===== config.mk =====
export PLATFORM = sky130hd
export DESIGN_NAME = dccm_dp
export DESIGN_NICKNAME = d
export VERILOG_FILES = /design/src/hw/rtl/dccm_pkg.sv /design/src/hw/rtl/dccm_dp.sv
export SDC_FILE = /design/constraint.sdc
export NUM_CORES = 2
export LEC_CHECK = 0
export BUFFER_PORTS_ARGS = -buffer_cell sky130_fd_sc_hd__buf_2
export CORE_ASPECT_RATIO = 1.4
export CORE_MARGIN = 5
export CORE_UTILIZATION = 54
export CTS_CLUSTER_DIAMETER = 40
export DETAILED_ROUTE_END_ITERATION = 16
export PLACE_DENSITY_LB_ADDON = 0.3
export SLEW_MARGIN = 10
export SYNTH_ARGS = -nofsm -noshare
export SYNTH_HDL_FRONTEND = slang
export SYNTH_SLANG_ARGS = --single-unit

===== constraint.sdc =====
create_clock -name clock -period 13.45 [get_ports clock]
set_input_delay 1.345 -clock clock [delete_from_list [all_inputs] [get_ports clock]]
set_output_delay 1.345 -clock clock [all_outputs]
set_load 0.005 [all_outputs]

===== src/hw/rtl/dccm_pkg.sv =====
// Package: shared types and constants of the decaying count-min rate meter.
`timescale 1ns / 1ps
package dccm_pkg;

   localparam int BUCKET_FIELDS = 4;
   localparam int KIDX_W        = 2;
   localparam int RATE_W        = 48;
   localparam int AMOUNT_W      = 24;
   localparam int ALPHA_W       = 16;
   localparam int SCALE_W       = 24;
   localparam int NHASH_W       = 3;
   localparam int SLOT_W        = 17;
   localparam int MUL_A_W       = 32;
   localparam int MUL_B_W       = 25;
   localparam int MUL_P_W       = MUL_A_W + MUL_B_W;
   localparam int CSR_IDX_W     = 2;
   localparam int CSR_DATA_W    = 24;

   localparam logic [1:0] CMD_ADD   = 2'd0;
   localparam logic [1:0] CMD_CHECK = 2'd1;
   localparam logic [1:0] CMD_DECAY = 2'd2;
   localparam logic [1:0] CMD_NONE  = 2'd3;

   localparam logic [CSR_IDX_W-1:0] CSR_ALPHA = 2'd0;
   localparam logic [CSR_IDX_W-1:0] CSR_SCALE = 2'd1;
   localparam logic [CSR_IDX_W-1:0] CSR_NHASH = 2'd2;

   localparam logic [1:0] MSEL_RT0   = 2'd0;
   localparam logic [1:0] MSEL_T1    = 2'd1;
   localparam logic [1:0] MSEL_T2    = 2'd2;
   localparam logic [1:0] MSEL_DECAY = 2'd3;

   typedef struct packed {
      logic              capture;
      logic              rd_en;
      logic              addr_scan;
      logic [KIDX_W-1:0] k;
      logic              min_upd;
      logic              add_amt;
      logic              wr_bump;
      logic              clear_wr;
      logic              decay_wr;
      logic              scan_inc;
      logic [1:0]        mul_sel;
      logic              mul_hi;
      logic              mul_lo;
      logic              mul_sum;
   } ctl_cmd_type;

   typedef struct packed {
      logic [1:0] cmd;
      logic       use_slot;
      logic       k_last;
      logic       scan_last;
   } dp_sts_type;

endpackage


===== src/hw/rtl/dccm_dp.sv =====
// Datapath: config registers, bucket minima, shared multiplier and rate result.
`timescale 1ns / 1ps
module dccm_dp #(
   parameter int HASH_BITS    = 10,
   parameter int MAX_HASHES   = 4,
   parameter int COUNTER_BITS = 40
) (
   input  logic                              clock,
   input  logic                              reset,
   input  dccm_pkg::ctl_cmd_type             ctl,
   output dccm_pkg::dp_sts_type              sts,
   input  logic                              csr_wr_en,
   input  logic [dccm_pkg::CSR_IDX_W-1:0]    csr_index,
   input  logic [dccm_pkg::CSR_DATA_W-1:0]   csr_wdata,
   input  logic [1:0]                        req_cmd,
   input  logic [9:0]                        req_bucket_0,
   input  logic [9:0]                        req_bucket_1,
   input  logic [9:0]                        req_bucket_2,
   input  logic [9:0]                        req_bucket_3,
   input  logic [dccm_pkg::AMOUNT_W-1:0]     req_amount,
   input  logic                              req_use_slot,
   input  logic [dccm_pkg::SLOT_W-1:0]       req_slot_decay,
   output logic [dccm_pkg::RATE_W-1:0]       rsp_rate,
   output logic                              rsp_rate_valid,
   output logic                              new_wr_en,
   output logic [COUNTER_BITS-1:0]           new_wr_data,
   output logic                              old_wr_en,
   output logic [COUNTER_BITS-1:0]           old_wr_data,
   output logic [HASH_BITS-1:0]              ram_addr,
   output logic                              ram_rd_en,
   input  logic [COUNTER_BITS-1:0]           new_rd_data,
   input  logic [COUNTER_BITS-1:0]           old_rd_data
);
   import dccm_pkg::*;

   localparam int LIM    = (MAX_HASHES < BUCKET_FIELDS) ? MAX_HASHES : BUCKET_FIELDS;
   localparam int SW     = ((COUNTER_BITS > 32) ? COUNTER_BITS : 32) + 1;
   localparam int OPA_W  = 2 * MUL_A_W;
   localparam int SUM_W  = MUL_P_W + 17;
   localparam logic [SLOT_W-1:0] ONE_Q16 = SLOT_W'(65536);

   logic [ALPHA_W-1:0]      alpha_ff;
   logic [SCALE_W-1:0]      scale_ff;
   logic [NHASH_W-1:0]      nhash_ff;
   logic [1:0]              cmd_ff;
   logic [HASH_BITS-1:0]    idx_ff [BUCKET_FIELDS];
   logic [AMOUNT_W-1:0]     amount_ff;
   logic                    slot_ff;
   logic [SLOT_W-1:0]       d_ff;
   logic [NHASH_W-1:0]      n_ff;
   logic [HASH_BITS-1:0]    scan_ff;
   logic [COUNTER_BITS-1:0] newmin_ff, oldmin_ff;
   logic [RATE_W-1:0]       rt0_ff, t1_ff, rate_ff;
   logic                    rvalid_ff;
   logic [MUL_P_W-1:0]      prod_ff, hi_ff;

   logic [NHASH_W-1:0]      n_in;
   logic [SW-1:0]           addsum;
   logic [COUNTER_BITS-1:0] addsat, diff;
   logic [OPA_W-1:0]        opa;
   logic [MUL_B_W-1:0]      opb;
   logic [MUL_A_W-1:0]      opa_half;
   logic [SUM_W-1:0]        sum;
   logic [RATE_W-1:0]       rate_res;
   logic [COUNTER_BITS-1:0] shrink_res;
   logic [RATE_W:0]         fin_sum;
   logic [RATE_W-1:0]       fin_sat;
   logic                    bump;

   always_comb begin
      n_in = nhash_ff;
      if (n_in == '0) n_in = NHASH_W'(1);
      if (n_in > NHASH_W'(LIM)) n_in = NHASH_W'(LIM);
   end

   assign addsum = SW'(newmin_ff) + SW'({amount_ff, 8'b0});
   assign addsat = (addsum > SW'({COUNTER_BITS{1'b1}})) ? {COUNTER_BITS{1'b1}}
                                                        : addsum[COUNTER_BITS-1:0];
   assign diff   = (newmin_ff > oldmin_ff) ? (newmin_ff - oldmin_ff) : '0;

   always_comb begin
      case (ctl.mul_sel)
         MSEL_RT0: begin
            opa = OPA_W'(oldmin_ff);
            opb = MUL_B_W'(scale_ff);
         end
         MSEL_T1: begin
            opa = OPA_W'(rt0_ff);
            opb = MUL_B_W'(d_ff);
         end
         MSEL_T2: begin
            opa = OPA_W'(diff);
            opb = MUL_B_W'(ONE_Q16 - d_ff);
         end
         default: begin
            opa = OPA_W'(new_rd_data);
            opb = MUL_B_W'(alpha_ff);
         end
      endcase
   end

   assign opa_half = ctl.mul_hi ? opa[OPA_W-1:MUL_A_W] : opa[MUL_A_W-1:0];

   assign sum = SUM_W'({hi_ff, 16'b0}) + SUM_W'(prod_ff[MUL_P_W-1:16]);
   assign rate_res = ((hi_ff[MUL_P_W-1:32] != '0) || sum[RATE_W]) ? {RATE_W{1'b1}}
                                                                  : sum[RATE_W-1:0];
   assign shrink_res = sum[COUNTER_BITS-1:0];
   assign fin_sum = {1'b0, t1_ff} + {1'b0, rate_res};
   assign fin_sat = fin_sum[RATE_W] ? {RATE_W{1'b1}} : fin_sum[RATE_W-1:0];

   assign ram_addr  = ctl.addr_scan ? scan_ff : idx_ff[ctl.k];
   assign ram_rd_en = ctl.rd_en;
   assign bump      = ctl.wr_bump && (new_rd_data < newmin_ff);
   assign new_wr_en = ctl.clear_wr || ctl.decay_wr || bump;
   assign old_wr_en = ctl.clear_wr || ctl.decay_wr;
   assign new_wr_data = ctl.clear_wr ? '0 : (ctl.decay_wr ? shrink_res : newmin_ff);
   assign old_wr_data = ctl.clear_wr ? '0 : shrink_res;

   always_ff @(posedge clock) begin
      if (reset) begin
         alpha_ff  <= ALPHA_W'(32768);
         scale_ff  <= SCALE_W'(65536);
         nhash_ff  <= NHASH_W'(4);
         scan_ff   <= '0;
         cmd_ff    <= CMD_NONE;
         rvalid_ff <= 1'b0;
      end else begin
         if (csr_wr_en) begin
            unique case (csr_index)
               CSR_ALPHA: alpha_ff <= csr_wdata[ALPHA_W-1:0];
               CSR_SCALE: scale_ff <= csr_wdata[SCALE_W-1:0];
               CSR_NHASH: nhash_ff <= csr_wdata[NHASH_W-1:0];
               default: ;
            endcase
         end
         if (ctl.capture) begin
            cmd_ff    <= req_cmd;
            scan_ff   <= '0;
            rvalid_ff <= (req_cmd == CMD_ADD) || (req_cmd == CMD_CHECK);
         end else if (ctl.scan_inc) begin
            scan_ff <= scan_ff + 1'b1;
         end
      end
   end

   always_ff @(posedge clock) begin
      if (ctl.capture) begin
         idx_ff[0] <= HASH_BITS'(req_bucket_0);
         idx_ff[1] <= HASH_BITS'(req_bucket_1);
         idx_ff[2] <= HASH_BITS'(req_bucket_2);
         idx_ff[3] <= HASH_BITS'(req_bucket_3);
         amount_ff <= req_amount;
         slot_ff   <= req_use_slot;
         d_ff      <= (req_slot_decay > ONE_Q16) ? ONE_Q16 : req_slot_decay;
         n_ff      <= n_in;
         rate_ff   <= '0;
      end
      if (ctl.min_upd) begin
         if ((ctl.k == '0) || (new_rd_data < newmin_ff)) newmin_ff <= new_rd_data;
         if ((ctl.k == '0) || (old_rd_data < oldmin_ff)) oldmin_ff <= old_rd_data;
      end
      if (ctl.add_amt) newmin_ff <= addsat;
      if (ctl.mul_hi || ctl.mul_lo) prod_ff <= opa_half * opb;
      if (ctl.mul_lo) hi_ff <= prod_ff;
      if (ctl.mul_sum) begin
         case (ctl.mul_sel)
            MSEL_RT0: begin
               rt0_ff  <= rate_res;
               rate_ff <= rate_res;
            end
            MSEL_T1: t1_ff   <= rate_res;
            MSEL_T2: rate_ff <= fin_sat;
            default: ;
         endcase
      end
   end

   assign sts.cmd       = cmd_ff;
   assign sts.use_slot  = slot_ff;
   assign sts.k_last    = ((NHASH_W'(ctl.k) + NHASH_W'(1)) == n_ff);
   assign sts.scan_last = (scan_ff == {HASH_BITS{1'b1}});

   assign rsp_rate       = rate_ff;
   assign rsp_rate_valid = rvalid_ff;
endmodule


==> key figures <==
Run status
  • Status: complete, no violations

Timing
  • Final worst setup slack: 1.72 ns
  • Fmax: 85.3 MHz
  • Final period util: 87.2%
  • Final Setup Violations: 0
  • Final Hold Fails: 0
  • Slew headroom: 12.2%
  • Minimum clock period: 11.73 ns
  • Final setup TNS: 0 ns
  • Worst Tran Pin Value: 1.31 ns
  • Clk_skew: 0.0387 ns
  • Slew Viols, Final: 0
  • Unrepaired setup endpoints after global routing: no

Clock network
  • Worst-path clk slew: 0.06 ns
  • Max Buffers Root-to-Sink: 3
  • Cts-stage hold buffer count: 0
  • CTS Buf Count: 61
  • CTS sink cnt: 479
  • Setup bufs post-CTS: 0
  • Clock Latency Late Sink: 0.67 ns
  • Clock tree from TritonCTS: built
  • CTS root buffer: clkbuf_16
  • Gates resized, CTS repair: 0
  • H-tree levels: 2

Routing
  • TritonRoute pass-1 iters: 9
  • WL/cell: 28.5 um
  • Final ANT Viol Nets: 0
  • Via density: 6.29
  • Via count: 48000
  • Total wire length: 217000 um
  • DR DRC count: 0
  • Initial DRC Count: 4424

Floorplanning
  • Die area: 109000 sq um
  • Die H: 388 um
  • Initial core utilization: 54.4%
  • Core area: 101000 sq um
  • Die width: 280 um
  • Std cell rows: 138
  • I/O pins: 356

Worst hold path
  • Tightest Hold Check Type: reg2reg

Finish
  • Register area: 13300 sq um
  • # fillers: 8841
  • Area grow syn2layout: 9.67%
  • Share of cells above drive strength 1: 11.4%
  • Commonest non-fill, non-tap cell in the layout: inv_1
  • Commonest non-fill, non-tap cells in the layout: 938 x inv_1, 782 x nand2_1, 691 x fa_1, 478 x nor2_1, 411 x ha_1
  • Multi-input logic area: 37300 sq um
  • NumNets Final: 7532

Setup path
  • Arr. time, crit path: 12.12 ns
  • Crit start category: flip-flop
  • Slowest-stage cell, CP: and2_0
  • Critical path startpoint: newmin_ff[17]$_DFFE_PP_
  • CP endpoint: prod_ff[42]$_DFFE_PP_
  • Worst R2R Start: newmin_ff[17]$_DFFE_PP_
  • Top cell by count, worst path: fa_1
  • Reg-to-reg critical path endpoint: prod_ff[42]$_DFFE_PP_
  • R2R cell count: 35
  • Critical Path Max Stage Delay: 0.93 ns
  • Reg2reg setup slack: 1.72 ns
  • Req. time, crit path: 13.84 ns
  • CP max FO: 18
  • Worst Setup Path Type: reg2reg
  • Nature of the critical path endpoint: flip-flop

Power
  • Clock power share: 9.0%
  • P_sw: 10.2 mW
  • Comb pwr share: 77.3%
  • Static Leak: 27.9 nW
  • Internal: 8.34 mW
  • Reg power frac: 13.7%
  • Sw frac: 55.0%
  • Peak VDD IR: 695 uV
  • PD cells: 306 nW/um^2

Synthesis
  • Synth cell types: 100
  • Number of flops mapped to enable cells by yosys: 375
  • Avg Cell Area, Syn: 9.22 sq um
  • Yosys Warn Count: 0
  • Mapped Cells: 5988
  • Ys async rst share: 0%
  • Syn nets: 7299
  • Syn Std Cell Area: 55200 sq um
  • Flop and latch count out of synthesis: 479
  • Seq/Total Area, Yosys: 24.2%
  • Synth Flop Type: edfxtp_1

Global routing
  • Pin count of the biggest net entering global routing: 82
  • First-pass GRT wire length: 315000 um
  • Vias in the first global route: 49100
  • Gr usage total: 39.0%
  • Total grt overflow: 0
  • Initial antenna violation count: 26

Place
  • Final Wtd Congestion: 1.07
  • Port Buf Inserts: 353
  • Post-place setup slack: 1.47 ns
  • DP Wirelength: 172000 um

Job
  • Max-Cap Viols: 0
[cell families after synthesis]
group	share of synthesized area, %
AO/OA/AOI/OAI	14.0
XOR/XNOR	2.79
adder cells (fa/ha/maj)	34.4
buffers and inverters	8.63
flip-flops	24.2
multiplexers	1.87
AND/OR/NAND/NOR	14.2
[worst max-delay path: cells and delay by family (launching register included)]
family	cells	cell delay (ns)
AND/OR/NAND/NOR	4	1.53
buffers and inverters	6	0.49
adder cells (fa/ha/maj)	9	4.37
XOR/XNOR	1	0.17
AO/OA/AOI/OAI	15	4.25
flip-flops	1	0.63
[how the worst min path moves through the flow]
stage / startpoint / to / slack [ns] / cells past startpoint
CTS: prod_ff[12]$_DFFE_PP_ / hi_ff[12]$_DFFE_PP_ / 0.42 / 0
global placement: prod_ff[6]$_DFFE_PP_ / hi_ff[6]$_DFFE_PP_ / 0.40 / 0
finish: prod_ff[7]$_DFFE_PP_ / hi_ff[7]$_DFFE_PP_ / 0.41 / 0
floorplan: prod_ff[0]$_DFFE_PP_ / hi_ff[0]$_DFFE_PP_ / 0.40 / 0
global route: prod_ff[7]$_DFFE_PP_ / hi_ff[7]$_DFFE_PP_ / 0.43 / 0
detailed placement: prod_ff[12]$_DFFE_PP_ / hi_ff[12]$_DFFE_PP_ / 0.40 / 0
[Yosys cell counts, types with 66 or more instances]
| cell type | count | area share [%] |
|---|---|---|
| nor2b_1 | 72 | 0.82 |
| a21oi_1 | 320 | 2.9 |
| and2_1 | 66 | 0.75 |
| clkbuf_1 | 219 | 1.5 |
| nand2_1 | 783 | 5.3 |
| nor2_1 | 481 | 3.3 |
| a21o_1 | 133 | 1.8 |
| ha_1 | 411 | 9.3 |
| fa_1 | 691 | 25 |
| xor2_1 | 71 | 1.1 |
| xnor2_1 | 105 | 1.7 |
| dfxtp_1 | 104 | 3.8 |
| inv_1 | 938 | 6.4 |
| o21ai_0 | 203 | 1.8 |
| edfxtp_1 | 375 | 20 |
[layout make-up]
| type | instances | share of cell area, % |
|---|---|---|
| clock buffers | 69 | 2.66 |
| multi-input cells | 4275 | 61.6 |
| diodes | 28 | 0.116 |
| repair buffers | 466 | 4.33 |
| inverters | 938 | 5.82 |
| flip-flops and latches | 479 | 22.0 |
| clock inverters | 46 | 0.730 |
| well taps | 1330 | 2.75 |
[metrics by stage]
stage	instances	util [%]	power (mW)	hold WS (ns)	area, sq um
CTS	7603	59.6	18.2	0.416	60400
global route	7614	59.7	19.8	0.426	60500
floorplan	5988	-	11.6	0.400	55200
global placement	7488	57.6	16.3	0.403	58400
detailed placement	7488	57.6	16.5	0.405	58400
finish	7631	59.7	18.5	0.415	60500
[sequential cells by signal, summed over array words and instances (netlist names), 2 cells and up]
signal and flops:
cmd_ff 2, scale_ff 24, nhash_ff 3, rsp_rate 48, n_ff 3, amount_ff 24
rt0_ff 48, newmin_ff 40, alpha_ff 16, prod_ff 57, oldmin_ff 40, t1_ff 48
scan_ff 10, idx_ff 40, d_ff 17, hi_ff 57
[power by group through the flow]
stage | sequential (mW) | clock [mW] | combinational, mW
2_1_floorplan | 2.46 | 0 | 9.14
3_3_place_gp | 2.56 | 0 | 13.7
3_5_place_dp | 2.57 | 0 | 13.9
4_1_cts | 2.53 | 1.68 | 14.0
5_1_grt | 2.55 | 1.74 | 15.5
6_report | 2.54 | 1.67 | 14.3
[metal layers]
metal  GRT usage [%]  routed length (um)  vias up
met5               0                  55        -
met4            34.2               25400        8
met3            8.60               21300     1083
met2            63.4              101000     3131
met1            42.9               69900    23400
li1                -                   -    20400
Note: power is estimated with default switching activity, not from simulation.
