`src/hw/rtl/dccm_pkg.sv`:
```
// Package: shared types and constants of the decaying count-min rate meter.
`timescale 1ns / 1ps
package dccm_pkg;

   localparam int BUCKET_FIELDS = 4;
   localparam int KIDX_W        = 2;
   localparam int RATE_W        = 48;
   localparam int AMOUNT_W      = 24;
   localparam int ALPHA_W       = 16;
   localparam int SCALE_W       = 24;
   localparam int NHASH_W       = 3;
   localparam int SLOT_W        = 17;
   localparam int MUL_A_W       = 32;
   localparam int MUL_B_W       = 25;
   localparam int MUL_P_W       = MUL_A_W + MUL_B_W;
   localparam int CSR_IDX_W     = 2;
   localparam int CSR_DATA_W    = 24;

   localparam logic [1:0] CMD_ADD   = 2'd0;
   localparam logic [1:0] CMD_CHECK = 2'd1;
   localparam logic [1:0] CMD_DECAY = 2'd2;
   localparam logic [1:0] CMD_NONE  = 2'd3;

   localparam logic [CSR_IDX_W-1:0] CSR_ALPHA = 2'd0;
   localparam logic [CSR_IDX_W-1:0] CSR_SCALE = 2'd1;
   localparam logic [CSR_IDX_W-1:0] CSR_NHASH = 2'd2;

   localparam logic [1:0] MSEL_RT0   = 2'd0;
   localparam logic [1:0] MSEL_T1    = 2'd1;
   localparam logic [1:0] MSEL_T2    = 2'd2;
   localparam logic [1:0] MSEL_DECAY = 2'd3;

   typedef struct packed {
      logic              capture;
      logic              rd_en;
      logic              addr_scan;
      logic [KIDX_W-1:0] k;
      logic              min_upd;
      logic              add_amt;
      logic              wr_bump;
      logic              clear_wr;
      logic              decay_wr;
      logic              scan_inc;
      logic [1:0]        mul_sel;
      logic              mul_hi;
      logic              mul_lo;
      logic              mul_sum;
   } ctl_cmd_type;

   typedef struct packed {
      logic [1:0] cmd;
      logic       use_slot;
      logic       k_last;
      logic       scan_last;
   } dp_sts_type;

endpackage

```
`src/hw/rtl/dccm_ctrl.sv`:
```
// Controller: sequences clear, lookup, update, rate arithmetic and decay sweep.
`timescale 1ns / 1ps
module dccm_ctrl (
   input  logic                 clock,
   input  logic                 reset,
   input  logic                 start,
   output logic                 busy,
   output logic                 rsp_valid,
   input  dccm_pkg::dp_sts_type sts,
   output dccm_pkg::ctl_cmd_type ctl
);
   import dccm_pkg::*;

   localparam logic [3:0] ST_CLEAR = 4'd0;
   localparam logic [3:0] ST_IDLE  = 4'd1;
   localparam logic [3:0] ST_DISP  = 4'd2;
   localparam logic [3:0] ST_RD    = 4'd3;
   localparam logic [3:0] ST_MIN   = 4'd4;
   localparam logic [3:0] ST_ADDA  = 4'd5;
   localparam logic [3:0] ST_BRD   = 4'd6;
   localparam logic [3:0] ST_BUMP  = 4'd7;
   localparam logic [3:0] ST_MHI   = 4'd8;
   localparam logic [3:0] ST_MLO   = 4'd9;
   localparam logic [3:0] ST_MSUM  = 4'd10;
   localparam logic [3:0] ST_DRD   = 4'd11;
   localparam logic [3:0] ST_DONE  = 4'd12;

   logic [3:0]        state_ff, state_in;
   logic [KIDX_W-1:0] k_ff, k_in;
   logic [1:0]        sel_ff, sel_in;

   always_ff @(posedge clock) begin
      if (reset) begin
         state_ff <= ST_CLEAR;
         k_ff     <= '0;
         sel_ff   <= MSEL_RT0;
      end else begin
         state_ff <= state_in;
         k_ff     <= k_in;
         sel_ff   <= sel_in;
      end
   end

   always_comb begin
      state_in = state_ff;
      k_in     = k_ff;
      sel_in   = sel_ff;
      ctl      = '0;
      ctl.k       = k_ff;
      ctl.mul_sel = sel_ff;
      unique case (state_ff)
         ST_CLEAR: begin
            ctl.clear_wr  = 1'b1;
            ctl.addr_scan = 1'b1;
            ctl.scan_inc  = 1'b1;
            if (sts.scan_last) state_in = ST_IDLE;
         end
         ST_IDLE: begin
            if (start) begin
               ctl.capture = 1'b1;
               k_in        = '0;
               state_in    = ST_DISP;
            end
         end
         ST_DISP: begin
            unique case (sts.cmd) inside
               CMD_ADD, CMD_CHECK: state_in = ST_RD;
               CMD_DECAY: begin
                  sel_in   = MSEL_DECAY;
                  state_in = ST_DRD;
               end
               default: state_in = ST_DONE;
            endcase
         end
         ST_RD: begin
            ctl.rd_en = 1'b1;
            state_in  = ST_MIN;
         end
         ST_MIN: begin
            ctl.min_upd = 1'b1;
            if (sts.k_last) begin
               k_in = '0;
               if (sts.cmd == CMD_ADD) begin
                  state_in = ST_ADDA;
               end else begin
                  sel_in   = MSEL_RT0;
                  state_in = ST_MHI;
               end
            end else begin
               k_in     = k_ff + 1'b1;
               state_in = ST_RD;
            end
         end
         ST_ADDA: begin
            ctl.add_amt = 1'b1;
            state_in    = ST_BRD;
         end
         ST_BRD: begin
            ctl.rd_en = 1'b1;
            state_in  = ST_BUMP;
         end
         ST_BUMP: begin
            ctl.wr_bump = 1'b1;
            if (sts.k_last) begin
               sel_in   = MSEL_RT0;
               state_in = ST_MHI;
            end else begin
               k_in     = k_ff + 1'b1;
               state_in = ST_BRD;
            end
         end
         ST_MHI: begin
            ctl.mul_hi = 1'b1;
            state_in   = ST_MLO;
         end
         ST_MLO: begin
            ctl.mul_lo = 1'b1;
            state_in   = ST_MSUM;
         end
         ST_MSUM: begin
            ctl.mul_sum = 1'b1;
            unique case (sel_ff)
               MSEL_RT0: begin
                  if (sts.use_slot) begin
                     sel_in   = MSEL_T1;
                     state_in = ST_MHI;
                  end else begin
                     state_in = ST_DONE;
                  end
               end
               MSEL_T1: begin
                  sel_in   = MSEL_T2;
                  state_in = ST_MHI;
               end
               MSEL_T2: state_in = ST_DONE;
               default: begin
                  ctl.decay_wr  = 1'b1;
                  ctl.addr_scan = 1'b1;
                  ctl.scan_inc  = 1'b1;
                  state_in      = sts.scan_last ? ST_DONE : ST_DRD;
               end
            endcase
         end
         ST_DRD: begin
            ctl.rd_en     = 1'b1;
            ctl.addr_scan = 1'b1;
            state_in      = ST_MHI;
         end
         ST_DONE: state_in = ST_IDLE;
         default: state_in = ST_IDLE;
      endcase
   end

   assign busy      = (state_ff != ST_IDLE);
   assign rsp_valid = (state_ff == ST_DONE);
endmodule

```
`config.mk`:
```
export PLATFORM = sky130hd
export DESIGN_NAME = dccm_ctrl
export DESIGN_NICKNAME = d
export VERILOG_FILES = /design/src/hw/rtl/dccm_pkg.sv /design/src/hw/rtl/dccm_ctrl.sv
export SDC_FILE = /design/constraint.sdc
export NUM_CORES = 1
export LEC_CHECK = 0
export BUFFER_PORTS_ARGS = -buffer_cell sky130_fd_sc_hd__buf_2
export CAP_MARGIN = 20
export CORE_ASPECT_RATIO = 0.9
export CORE_MARGIN = 2
export CORE_UTILIZATION = 30
export CTS_CLUSTER_DIAMETER = 40
export CTS_CLUSTER_SIZE = 12
export DETAILED_ROUTE_END_ITERATION = 10
export GPL_TIMING_DRIVEN = 0
export PLACE_DENSITY = 0.51
export SETUP_SLACK_MARGIN = 0.5
export SLEW_MARGIN = 20
export SYNTH_ARGS = -nofsm -noshare
export SYNTH_HDL_FRONTEND = slang
export SYNTH_SLANG_ARGS = --single-unit
```
`constraint.sdc`:
```
create_clock -name clock -period 1.9 [get_ports clock]
set_clock_uncertainty 0.05 [all_clocks]
set_input_delay 0.285 -clock clock [delete_from_list [all_inputs] [get_ports clock]]
set_output_delay 0.285 -clock clock [all_outputs]
set_load 0.02 [all_outputs]
```
==> results of run 1 <==
[power by group]
part | total, mW | internal [mW] | switching [mW]
Sequential | 0.174 | 0.170 | 0.00321
Combinational | 0.186 | 0.0931 | 0.0927
Clock | 0.135 | 0.0726 | 0.0628
[area by class of cell]
cell class | count | share of cell area (%)
buffer | 8 | 6.54
clock buffer | 3 | 1.68
inverter | 5 | 1.40
multi-input combinational | 88 | 50.9
sequential | 8 | 12.5
tap | 28 | 2.61
timing repair buffer | 43 | 24.4
[Yosys cell counts]
cell type / n / area share, %
o21ai_0: 2 / 1.3
o21bai_1: 2 / 1.9
nor3b_1: 1 / 0.97
a211oi_1: 1 / 0.97
nand3_1: 1 / 0.64
nand2b_1: 7 / 5.6
mux2i_1: 4 / 5.2
or3_1: 2 / 1.6
o21a_1: 1 / 0.97
nor2b_1: 3 / 2.4
o211a_1: 1 / 1.3
a2111oi_0: 1 / 1.1
nand4bb_1: 1 / 1.4
nand3b_1: 3 / 2.9
a21o_1: 3 / 2.9
and3_1: 2 / 1.6
nor2_1: 14 / 6.8
xor2_1: 1 / 1.1
o21ai_2: 1 / 1.1
clkbuf_1: 2 / 0.97
and4_1: 1 / 1.1
a31oi_1: 3 / 2.4
nand4b_1: 1 / 1.1
a211o_1: 2 / 2.3
buf_2: 5 / 3.2
or3b_1: 1 / 1.1
a21oi_1: 6 / 3.9
or4b_4: 1 / 1.8
inv_1: 5 / 2.4
o21ai_1: 3 / 1.9
a221o_1: 1 / 1.3
nand2_1: 8 / 3.9
nor3_1: 3 / 1.9
and3b_1: 3 / 3.4
o211a_2: 1 / 1.3
or4_1: 1 / 0.97
dfxtp_1: 8 / 21
a311oi_1: 1 / 1.1
buf_1: 1 / 0.48
and2b_1: 1 / 0.97
[state kept, by name (all words and copies together), names as in the netlist]
signal and flops:
k_ff 2, sel_ff 2, state_ff 4
[through the flow]
stage	total power, mW	worst slack [ns]	area, sq um	util (%)	cells
4_1_cts	0.488	0.194	1300	53.0	181
3_5_place_dp	0.307	0.238	982	40.2	162
2_1_floorplan	0.268	0.469	822	-	109
3_3_place_gp	0.307	0.269	982	40.2	162
5_1_grt	0.519	0.159	1340	54.8	183
6_report	0.495	0.180	1340	54.8	183
[layer usage]
metal	routed length (um)	vias to the layer above	part of all wire, %	global-route usage, %
met1	1160	470	45	22.9
li1	-	488	-	-
met5	0	-	0	0
met4	25	0	0.98	5.81
met2	1270	27	49	32.6
met3	116	4	4.5	2.96
[how the worst max path moves through the flow]
stage                        startpoint  cells past startpoint                endpoint  slack (ns)
5_1_grt        state_ff[0]$_SDFFE_PP0P_                      5                 ctl[14]        0.16
2_1_floorplan  state_ff[0]$_SDFFE_PP0P_                      4  sel_ff[1]$_SDFFE_PP0P_        0.47
4_1_cts        state_ff[0]$_SDFFE_PP0P_                      5                 ctl[14]        0.19
6_report       state_ff[0]$_SDFFE_PP0P_                      5                 ctl[14]        0.18
3_5_place_dp   state_ff[2]$_SDFFE_PP0P_                      6                 ctl[14]        0.24
3_3_place_gp   state_ff[2]$_SDFFE_PP0P_                      6                 ctl[14]        0.27
[worst min-delay path, cell delays in order]
cell     delay, ns
buf_2         0.08
or3_1         0.11
mux2i_1       0.06
[what timing repair did]
action	4_1_cts	5_1_grt
endpoints found under the setup margin	21	22
resized for setup	52	9
setup buffers	16	2
pin swaps	10	4
[cell families (layout without fill, tap and decap cells)]
| logic type | Yosys count | in the layout | share of synthesized area [%] |
|---|---|---|---|
| and+or+nand+nor | 54 | 54 | 40.3 |
| AOI/OAI and AO/OA | 29 | 29 | 25.8 |
| buffers and inverters | 13 | 59 | 7.08 |
| DFF | 8 | 8 | 20.6 |
| muxes | 4 | 4 | 5.15 |
| xor gates and xnor gates | 1 | 1 | 1.13 |
[cell usage in the layout (no fill, tap or decap), drive strengths merged, types with 4 or more instances in the layout]
cell type  count
a21oi          6
buf           49
clkbuf         5
dfxtp          8
inv            5
mux2i          4
nand2          8
nand2b         7
nor2          14
o21ai          6
==> flow_metrics.env, run 1 <==
export IMPL_r2r_slack_ns=0.27
export IMPL_ys_seq_elements=8
export IMPL_vias=989
export IMPL_grt_pass1_vias=925
export IMPL_status="completed"
export IMPL_dp_hpwl_um=1680
export IMPL_r2r_end="sel_ff[0]$_SDFFE_PP0P_"
export IMPL_hold_depth=3
export IMPL_rr_worst_depth=5
export IMPL_synth_net_count=117
export IMPL_drt_iter0_markers=25
export IMPL_required_ns=1.56
export IMPL_hold_end="sel_ff[1]$_SDFFE_PP0P_"
export IMPL_first_pass_iters=4
export IMPL_cp_common_cell="buf_6"
export IMPL_rows=17
export IMPL_gp_congestion=0.822
export IMPL_max_slew_margin_rel_pct=74.3
export IMPL_die_area_sq_mm=0.00301
export IMPL_cts_buffer_depth=2
export IMPL_end_kind="output pin"
export IMPL_antenna_found_initial=0
export IMPL_critical_path_max_stage_delay_ns=0.33
export IMPL_powerDensity_mw_per_mm2=369
export IMPL_die_w_um=57.6
export IMPL_coreArea_sq_mm=0.00245
export IMPL_clk_pin_slew_ns=0.06
export IMPL_finalSetupViolations=0
export IMPL_seq_area_sq_um=168
export IMPL_layout_drive_gt1_share_pct=52.9
export IMPL_hold_path_class="primary input to register"
export IMPL_crit_family="buffers and inverters"
export IMPL_synthesis_area_sq_um=777
export IMPL_ys_seq_area_share_pct=20.6
export IMPL_tightest_slew_ns=0.386
export IMPL_slowest_stage="dfxtp_2"
export IMPL_drc=0
export IMPL_rr_startpoint="state_ff[0]$_SDFFE_PP0P_"
export IMPL_port_buffers=25
export IMPL_cp_data_arrival_time_ns=1.39
export IMPL_multi_input_comb_area_sq_um=682
export IMPL_min_from="reset"
export IMPL_pin_count=26
export IMPL_finalCritPeriodShare_pct=90.5
export IMPL_fmax_mhz=581
export IMPL_crit_chain="buf_6, buf_8, and2b_2, o21a_2, buf_6"
export IMPL_crit_fanout=7
export IMPL_nets=165
export IMPL_synth_distinct_cells=40
export IMPL_hold_slack_ns=0.281
export IMPL_syn_area_per_cell_sq_um=7.13
export IMPL_num_antenna_cells=0
export IMPL_syn_instance_count=109
export IMPL_fp_dieH_um=52.3
export IMPL_yosys_warnings=0
export IMPL_rsz0062_at_grt="yes"
export IMPL_ir_drop_mv=0.267
export IMPL_tritoncts="built"
export IMPL_start_kind="register"
export IMPL_via_per_inst=5.40
export IMPL_hold_viol=0
export IMPL_wirelength_um=2560
export IMPL_drv_cap=0
export IMPL_grt_pass1_wl_um=4240
export IMPL_min_period_ns=1.72
export IMPL_htree_levels=1
export IMPL_critPathKind="register to output pin"
export IMPL_wl_per_cell_um=14.0
export IMPL_setup_tns_final_ns=0
export IMPL_cts_root_buf="clkbuf_4"
export IMPL_critPathBufInv=3
export IMPL_start_util_pct=31.8
export IMPL_cts_buffers_inserted=3
export IMPL_clk_latency_ns=0.26
export IMPL_area_delta_synth_final_pct=72.5
export IMPL_maxSlewViolCount=0
export IMPL_overflow=0
export IMPL_fillers=242
export IMPL_p_leak_nw=0.617
export IMPL_track_usage_pct=18.5
export IMPL_hold_buffers=0
export IMPL_grt_max_degree=11
export IMPL_clkSinkCount=8
export IMPL_postRouteAntennaNets=0
(Power assumes the default switching activity.)
==> inputs of run 2 (changes only) <==
--- a/config.mk
+++ b/config.mk
@@ -5,16 +5,17 @@
 export SDC_FILE = /design/constraint.sdc
 export NUM_CORES = 1
 export LEC_CHECK = 0
+export ABC_AREA = 1
 export BUFFER_PORTS_ARGS = -buffer_cell sky130_fd_sc_hd__buf_2
 export CAP_MARGIN = 20
 export CORE_ASPECT_RATIO = 0.9
 export CORE_MARGIN = 2
-export CORE_UTILIZATION = 30
+export CORE_UTILIZATION = 25
 export CTS_CLUSTER_DIAMETER = 40
 export CTS_CLUSTER_SIZE = 12
 export DETAILED_ROUTE_END_ITERATION = 10
 export GPL_TIMING_DRIVEN = 0
-export PLACE_DENSITY = 0.51
+export PLACE_DENSITY = 0.45
 export SETUP_SLACK_MARGIN = 0.5
 export SLEW_MARGIN = 20
 export SYNTH_ARGS = -nofsm -noshare
==> run 2 against run 1 <==
Worst setup slack improved by 0.12 ns. Combinational power rose to 4.1 times the previous value. Routed wire length rose by 6.5%. Clock-buffer cell count rose by 1. Power rose by 140%. Sequential power rose by 54%. Clock power rose by 3%. Global-route usage fell by 1.1 points. Largest cell class unchanged. Largest power group unchanged.
==> flow_metrics.env, run 2 <==
export IMPL_pin_count=26
export IMPL_vias=1021
export IMPL_min_period_ns=1.60
export IMPL_synth_flop_cell="dfxtp_1"
export IMPL_hold_buffers=0
export IMPL_synth_compound_area_share_pct=12.2
export IMPL_dr_wl_met3_um=87
export IMPL_mostFrequentLayoutCell="nand2_1"
export IMPL_die_area_sq_mm=0.00340
export IMPL_synth_top_area_share_pct=21.7
export IMPL_fp_dieH_um=55.6
export IMPL_wl_per_cell_um=12.3
export IMPL_powerDensity_mw_per_mm2=935
export IMPL_synth_edf_count=0
export IMPL_synthesis_area_sq_um=738
export IMPL_ys_seq_elements=8
export IMPL_grt_pass1_vias=986
export IMPL_required_ns=1.56
export IMPL_top_regs="state_ff: 4 flops, k_ff: 2 flops, sel_ff: 2 flops"
export IMPL_cts_buffer_depth=2
export IMPL_status="completed"
export IMPL_p_leak_nw=0.635
export IMPL_cts_root_buf="clkbuf_4"
export IMPL_placed_cells=205
export IMPL_maxSlewViolCount=0
export IMPL_final_area_sq_mm=0.00125
export IMPL_yosys_warnings=0
export IMPL_finalCritPeriodShare_pct=84.1
export IMPL_ys_top_cells_by_area="dfxtp_1 22%, nand2_1 20%, nor2_1 17%"
export IMPL_port_buffers=25
export IMPL_syn_instance_count=140
export IMPL_nets=191
export IMPL_drc=0
export IMPL_htree_levels=1
export IMPL_hold_path_class="primary input to register"
export IMPL_ys_seq_area_share_pct=21.7
export IMPL_hold_depth=2
export IMPL_synth_net_count=148
export IMPL_synthSimpleGateAreaFrac_pct=54.7
export IMPL_postRouteAntennaNets=0
export IMPL_gp_congestion=0.789
export IMPL_clk_pin_slew_ns=0.06
export IMPL_ir_drop_mv=0.419
export IMPL_area_delta_synth_final_pct=70.0
export IMPL_final_cell_mix="31 x nand2_1, 21 x nor2_1, 17 x buf_4"
export IMPL_final_cells=222
export IMPL_antenna_found_initial=0
export IMPL_place_area_sq_um=935
export IMPL_via_per_inst=4.60
export IMPL_top_layer="met4"
export IMPL_coreArea_sq_mm=0.00277
export IMPL_finalSetupViolations=0
export IMPL_rr_worst_depth=9
export IMPL_num_antenna_cells=0
export IMPL_drt_iter0_markers=24
export IMPL_cp_data_arrival_time_ns=1.26
export IMPL_overflow=0
export IMPL_syn_area_per_cell_sq_um=5.27
export IMPL_setup_tns_final_ns=0
export IMPL_tritoncts="built"
export IMPL_wirelength_um=2730
export IMPL_first_pass_iters=4
export IMPL_track_usage_pct=17.4
export IMPL_fillers=294
export IMPL_die_w_um=61.3
export IMPL_cts_buffers_inserted=3
export IMPL_clk_latency_ns=0.25
export IMPL_max_slew_margin_rel_pct=85.3
export IMPL_synth_fa_ha_area_share_pct=0
export IMPL_synth_distinct_cells=17
export IMPL_tightest_slew_ns=0.218
export IMPL_wl_met2_um=1300
export IMPL_start_kind="register"
export IMPL_layout_drive_gt1_share_pct=45.6
export IMPL_synth_xor_area_share_pct=1.19
export IMPL_synth_top_family_by_area="simple AND/OR/NAND/NOR gates"
export IMPL_drv_cap=0
export IMPL_yosysTopAreaCell="dfxtp_1"
export IMPL_clkSinkCount=8
export IMPL_grt_max_degree=7
export IMPL_rows=18
export IMPL_start_util_pct=26.6
export IMPL_synth_most_common_cell="nand2_1"
export IMPL_fmax_mhz=626
export IMPL_synth_commonest_cells="39 x nand2_1, 34 x nor2_1, 20 x inv_1"
export IMPL_grt_pass1_wl_um=4420
export IMPL_largest_register_ffs=4
export IMPL_synth_mux_area_share_pct=0
export IMPL_end_kind="output pin"
export IMPL_dp_hpwl_um=1990
export IMPL_regMostFlops="state_ff"
export IMPL_rsz0062_at_grt="yes"
export IMPL_wl_met1_um=1320
export IMPL_crit_fanout=6
export IMPL_async_reset_ff_share_pct=0
export IMPL_critPathKind="register to output pin"
export IMPL_hold_viol=0
## run 2: cell count changes after synthesis, moves of 4 or more
cell | previous run | this run
nand2_1 | 8 | 39
inv_1 | 5 | 20
nor2_1 | 14 | 34
mux2i_1 | 4 | 0
buf_2 | 5 | 0
nand3_1 | 1 | 15
nand2b_1 | 7 | 0
o21ai_0 | 2 | 7
## run 2: worst max-delay path, stage by stage, from the launching register on
cell,delay (ns)
dfxtp_4,0.38
nor2_2,0.20
nand2_2,0.14
o211ai_1,0.12
buf_4,0.17
## run 2: logic make-up after synthesis
| family | count (synthesis) |
|---|---|
| AO/OA/AOI/OAI | 16 |
| buffers and inverters | 20 |
| flip-flops | 8 |
| XOR/XNOR | 1 |
| AND/OR/NAND/NOR | 95 |
## run 2: through the flow
stage	hold WS, ns	setup slack (ns)	utilization, %	total power [mW]
5_1_grt	0.219	0.229	45.3	1.28
3_5_place_dp	0.439	0.348	33.7	0.779
4_1_cts	0.213	0.300	43.1	1.13
3_3_place_gp	0.436	0.348	33.7	0.779
6_report	0.218	0.303	45.3	1.17
2_1_floorplan	0.298	0.485	-	0.624
## run 2: repair_timing
item / 4_1_cts / 5_1_grt
pin swaps: 9 / 6
setup buffers: 11 / 2
resized for setup: 55 / 12
cloned: 0 / 0
setup endpoints to repair: 20 / 21
## run 2: per-layer routing
layer | vias up | global-route usage, %
met5 | - | 0
met4 | 0 | 5.59
met3 | 2 | 1.87
met2 | 22 | 28.3
met1 | 469 | 23.3
li1 | 528 | -
## run 2: where the power goes
part	switching [mW]	internal (mW)
registers	0.0596	0.208
logic	0.466	0.301
clock network	0.0589	0.0804
total	0.584	0.590
## run 2: layout make-up
type	instances	area, sq um	area share (%)
inverters	20	82.6	6.58
multi-input cells	112	637	50.7
clock buffers	4	26.3	2.09
repair buffers	38	283	22.5
flip-flops and latches	8	176	14.1
well taps	40	50.0	3.99
## run 2: final timing paths
path | startpoint | endpoint | slack [ns]
worst max-delay path | state_ff[0]$_SDFFE_PP0P_ | ctl[13] | 0.30
worst min-delay path | reset | state_ff[1]$_SDFFE_PP0P_ | 0.22
worst max register to register | state_ff[3]$_SDFFE_PP0P_ | sel_ff[0]$_SDFFE_PP0P_ | 0.43
worst min register to register | k_ff[1]$_SDFFE_PP0P_ | k_ff[1]$_SDFFE_PP0P_ | 0.45
==> inputs of run 3 (changes only) <==
--- a/config.mk
+++ b/config.mk
@@ -15,7 +15,7 @@
 export CTS_CLUSTER_SIZE = 12
 export DETAILED_ROUTE_END_ITERATION = 10
 export GPL_TIMING_DRIVEN = 0
-export PLACE_DENSITY = 0.45
+export PLACE_DENSITY = 0.46
 export SETUP_SLACK_MARGIN = 0.5
 export SLEW_MARGIN = 20
 export SYNTH_ARGS = -nofsm -noshare
==> constraint.sdc (replaced) <==
create_clock -name clock -period 1.4 [get_ports clock]
set_clock_uncertainty 0.05 [all_clocks]
set_input_delay 0.21 -clock clock [delete_from_list [all_inputs] [get_ports clock]]
set_output_delay 0.21 -clock clock [all_outputs]
set_load 0.02 [all_outputs]
==> run 3 against run 2 <==
The flow now finishes with violations (setup timing). Via count grew 3.0%. Register-to-register slack lost 0.47 ns. Worst setup slack lost 0.43 ns. First-iteration DRC count shrank 25%. Hold slack lost 0.075 ns. Sequential share of layout area shrank 1.3 points. Non-clock buffer count grew 9. Die area is the same. Design area grew 14%. Flip-flop and latch count is the same. Critical path depth grew 3.
==> flow_metrics.env, run 3 (synthesis gave the netlist of run 2 again) <==
export IMPL_clk_latency_ns=0.27
export IMPL_powerDensity_mw_per_mm2=1260
export IMPL_rr_worst_depth=9
export IMPL_fillers=274
export IMPL_dp_hpwl_um=1930
export IMPL_nets=200
export IMPL_dp_slack_ns=-0.0157
export IMPL_gp_congestion=0.804
export IMPL_rr_startpoint="state_ff[3]$_SDFFE_PP0P_"
export IMPL_finalCritPeriodShare_pct=109
export IMPL_die_area_sq_mm=0.00340
export IMPL_fmax_mhz=653
export IMPL_cts_buffers_inserted=3
export IMPL_top_regs="state_ff: 4 flops, k_ff: 2 flops, sel_ff: 2 flops"
export IMPL_cts_buffer_depth=2
export IMPL_crit_chain="inv_4, nor2_4, nand2_4, nor2_4, inv_2, o211ai_1, buf_4"
export IMPL_grt_pass1_vias=1005
export IMPL_critical_path_max_stage_delay_ns=0.40
export IMPL_die_w_um=61.3
export IMPL_wl_per_cell_um=11.7
export IMPL_postRouteAntennaNets=0
export IMPL_violations="setup timing"
export IMPL_crit_path_start="state_ff[1]$_SDFFE_PP0P_"
export IMPL_drc=0
export IMPL_finalSetupViolations=15
export IMPL_rows=18
export IMPL_required_ns=1.14
export IMPL_final_cell_mix="28 x nand2_1, 23 x buf_4, 22 x nor2_1"
export IMPL_min_period_ns=1.53
export IMPL_crit_path_end="ctl[13]"
export IMPL_hold_path_class="primary input to register"
export IMPL_layout_drive_gt1_share_pct=50.3
export IMPL_vias=1052
export IMPL_cp_common_cell="nor2_4"
export IMPL_coreArea_sq_mm=0.00277
export IMPL_mostFrequentLayoutCell="nand2_1"
export IMPL_p_leak_nw=0.737
export IMPL_port_buffers=25
export IMPL_wirelength_um=2690
export IMPL_slowest_stage="dfxtp_4"
export IMPL_antenna_found_initial=0
export IMPL_crit_cells=7
export IMPL_fp_dieH_um=55.6
export IMPL_end_kind="output pin"
export IMPL_htree_levels=1
export IMPL_via_per_inst=4.55
export IMPL_first_pass_iters=4
export IMPL_pin_count=26
export IMPL_rsz0062_at_grt="yes"
export IMPL_drv_cap=0
export IMPL_critPathBufInv=3
export IMPL_cp_data_arrival_time_ns=1.27
export IMPL_area_delta_synth_final_pct=94.6
export IMPL_grt_pass1_wl_um=4310
export IMPL_ir_drop_mv=0.486
export IMPL_regMostFlops="state_ff"
export IMPL_crit_fanout=5
export IMPL_track_usage_pct=16.7
export IMPL_min_from="reset"
export IMPL_r2r_slack_ns=-0.04
export IMPL_maxSlewViolCount=0
export IMPL_num_antenna_cells=0
export IMPL_start_util_pct=26.6
export IMPL_critPathKind="register to output pin"
export IMPL_hold_slack_ns=0.143
export IMPL_drt_iter0_markers=18
export IMPL_cts_root_buf="clkbuf_4"
export IMPL_hold_viol=0
export IMPL_tightest_slew_ns=0.320
export IMPL_status="finished, violations left"
export IMPL_largest_register_ffs=4
export IMPL_start_kind="register"
export IMPL_overflow=0
export IMPL_clkSinkCount=8
export IMPL_crit_family="flip-flops"
export IMPL_clk_pin_slew_ns=0.07
export IMPL_max_slew_margin_rel_pct=78.5
export IMPL_setup_ws_ns=-0.130
export IMPL_r2r_end="k_ff[1]$_SDFFE_PP0P_"
export IMPL_tritoncts="built"
export IMPL_grt_max_degree=7
==> run 3: worst min path at each step <==
stage	slack, ns	cells past startpoint	to
6_report	0.14	2	state_ff[3]$_SDFFE_PP0P_
5_1_grt	0.16	2	state_ff[3]$_SDFFE_PP0P_
4_1_cts	0.15	2	state_ff[1]$_SDFFE_PP0P_
3_5_place_dp	0.43	2	state_ff[1]$_SDFFE_PP0P_
3_3_place_gp	0.43	2	k_ff[1]$_SDFFE_PP0P_
2_1_floorplan	0.22	1	state_ff[3]$_SDFFE_PP0P_
==> run 3: timing repair <==
action / CTS / global route
buffers inserted: 8 / 14
hold buffers: 0 / 0
resized for setup: 53 / 20
pin swaps: 6 / 4
setup endpoints to repair: 26 / 26
==> run 3: routing by layer <==
metal	part of all wire, %	wire length (um)	GRT usage, %
met2	47	1260	25.5
met5	0	0	0
met1	48	1300	23.4
met3	4.0	109	2.81
met4	0.85	23	5.59
==> run 3: power by group <==
part	switching [mW]	total [mW]	internal, mW
Sequential	0.0789	0.365	0.286
Clock	0.0975	0.207	0.110
Combinational	0.697	1.23	0.538
Total	0.873	1.81	0.934
==> run 3: area by class of cell <==
cell class | count | area [sq um] | share of cell area (%)
inverter | 20 | 85.1 | 5.92
tap | 40 | 50.0 | 3.48
clock buffer | 4 | 26.3 | 1.83
multi-input combinational | 112 | 691 | 48.1
timing repair buffer | 47 | 402 | 28.0
sequential | 8 | 183 | 12.7
==> run 3: stage by stage <==
step | total power, mW | TNS [ns] | cells | instance area [sq um] | utilization (%)
finish | 1.81 | -0.874 | 231 | 1440 | 51.9
global placement | 1.14 | -0.0223 | 205 | 998 | 36.0
global route | 1.93 | -1.97 | 231 | 1440 | 51.9
floorplan | 0.937 | 0 | 140 | 823 | -
CTS | 1.63 | -0.941 | 217 | 1260 | 45.5
detailed placement | 1.14 | -0.0225 | 205 | 998 | 36.0
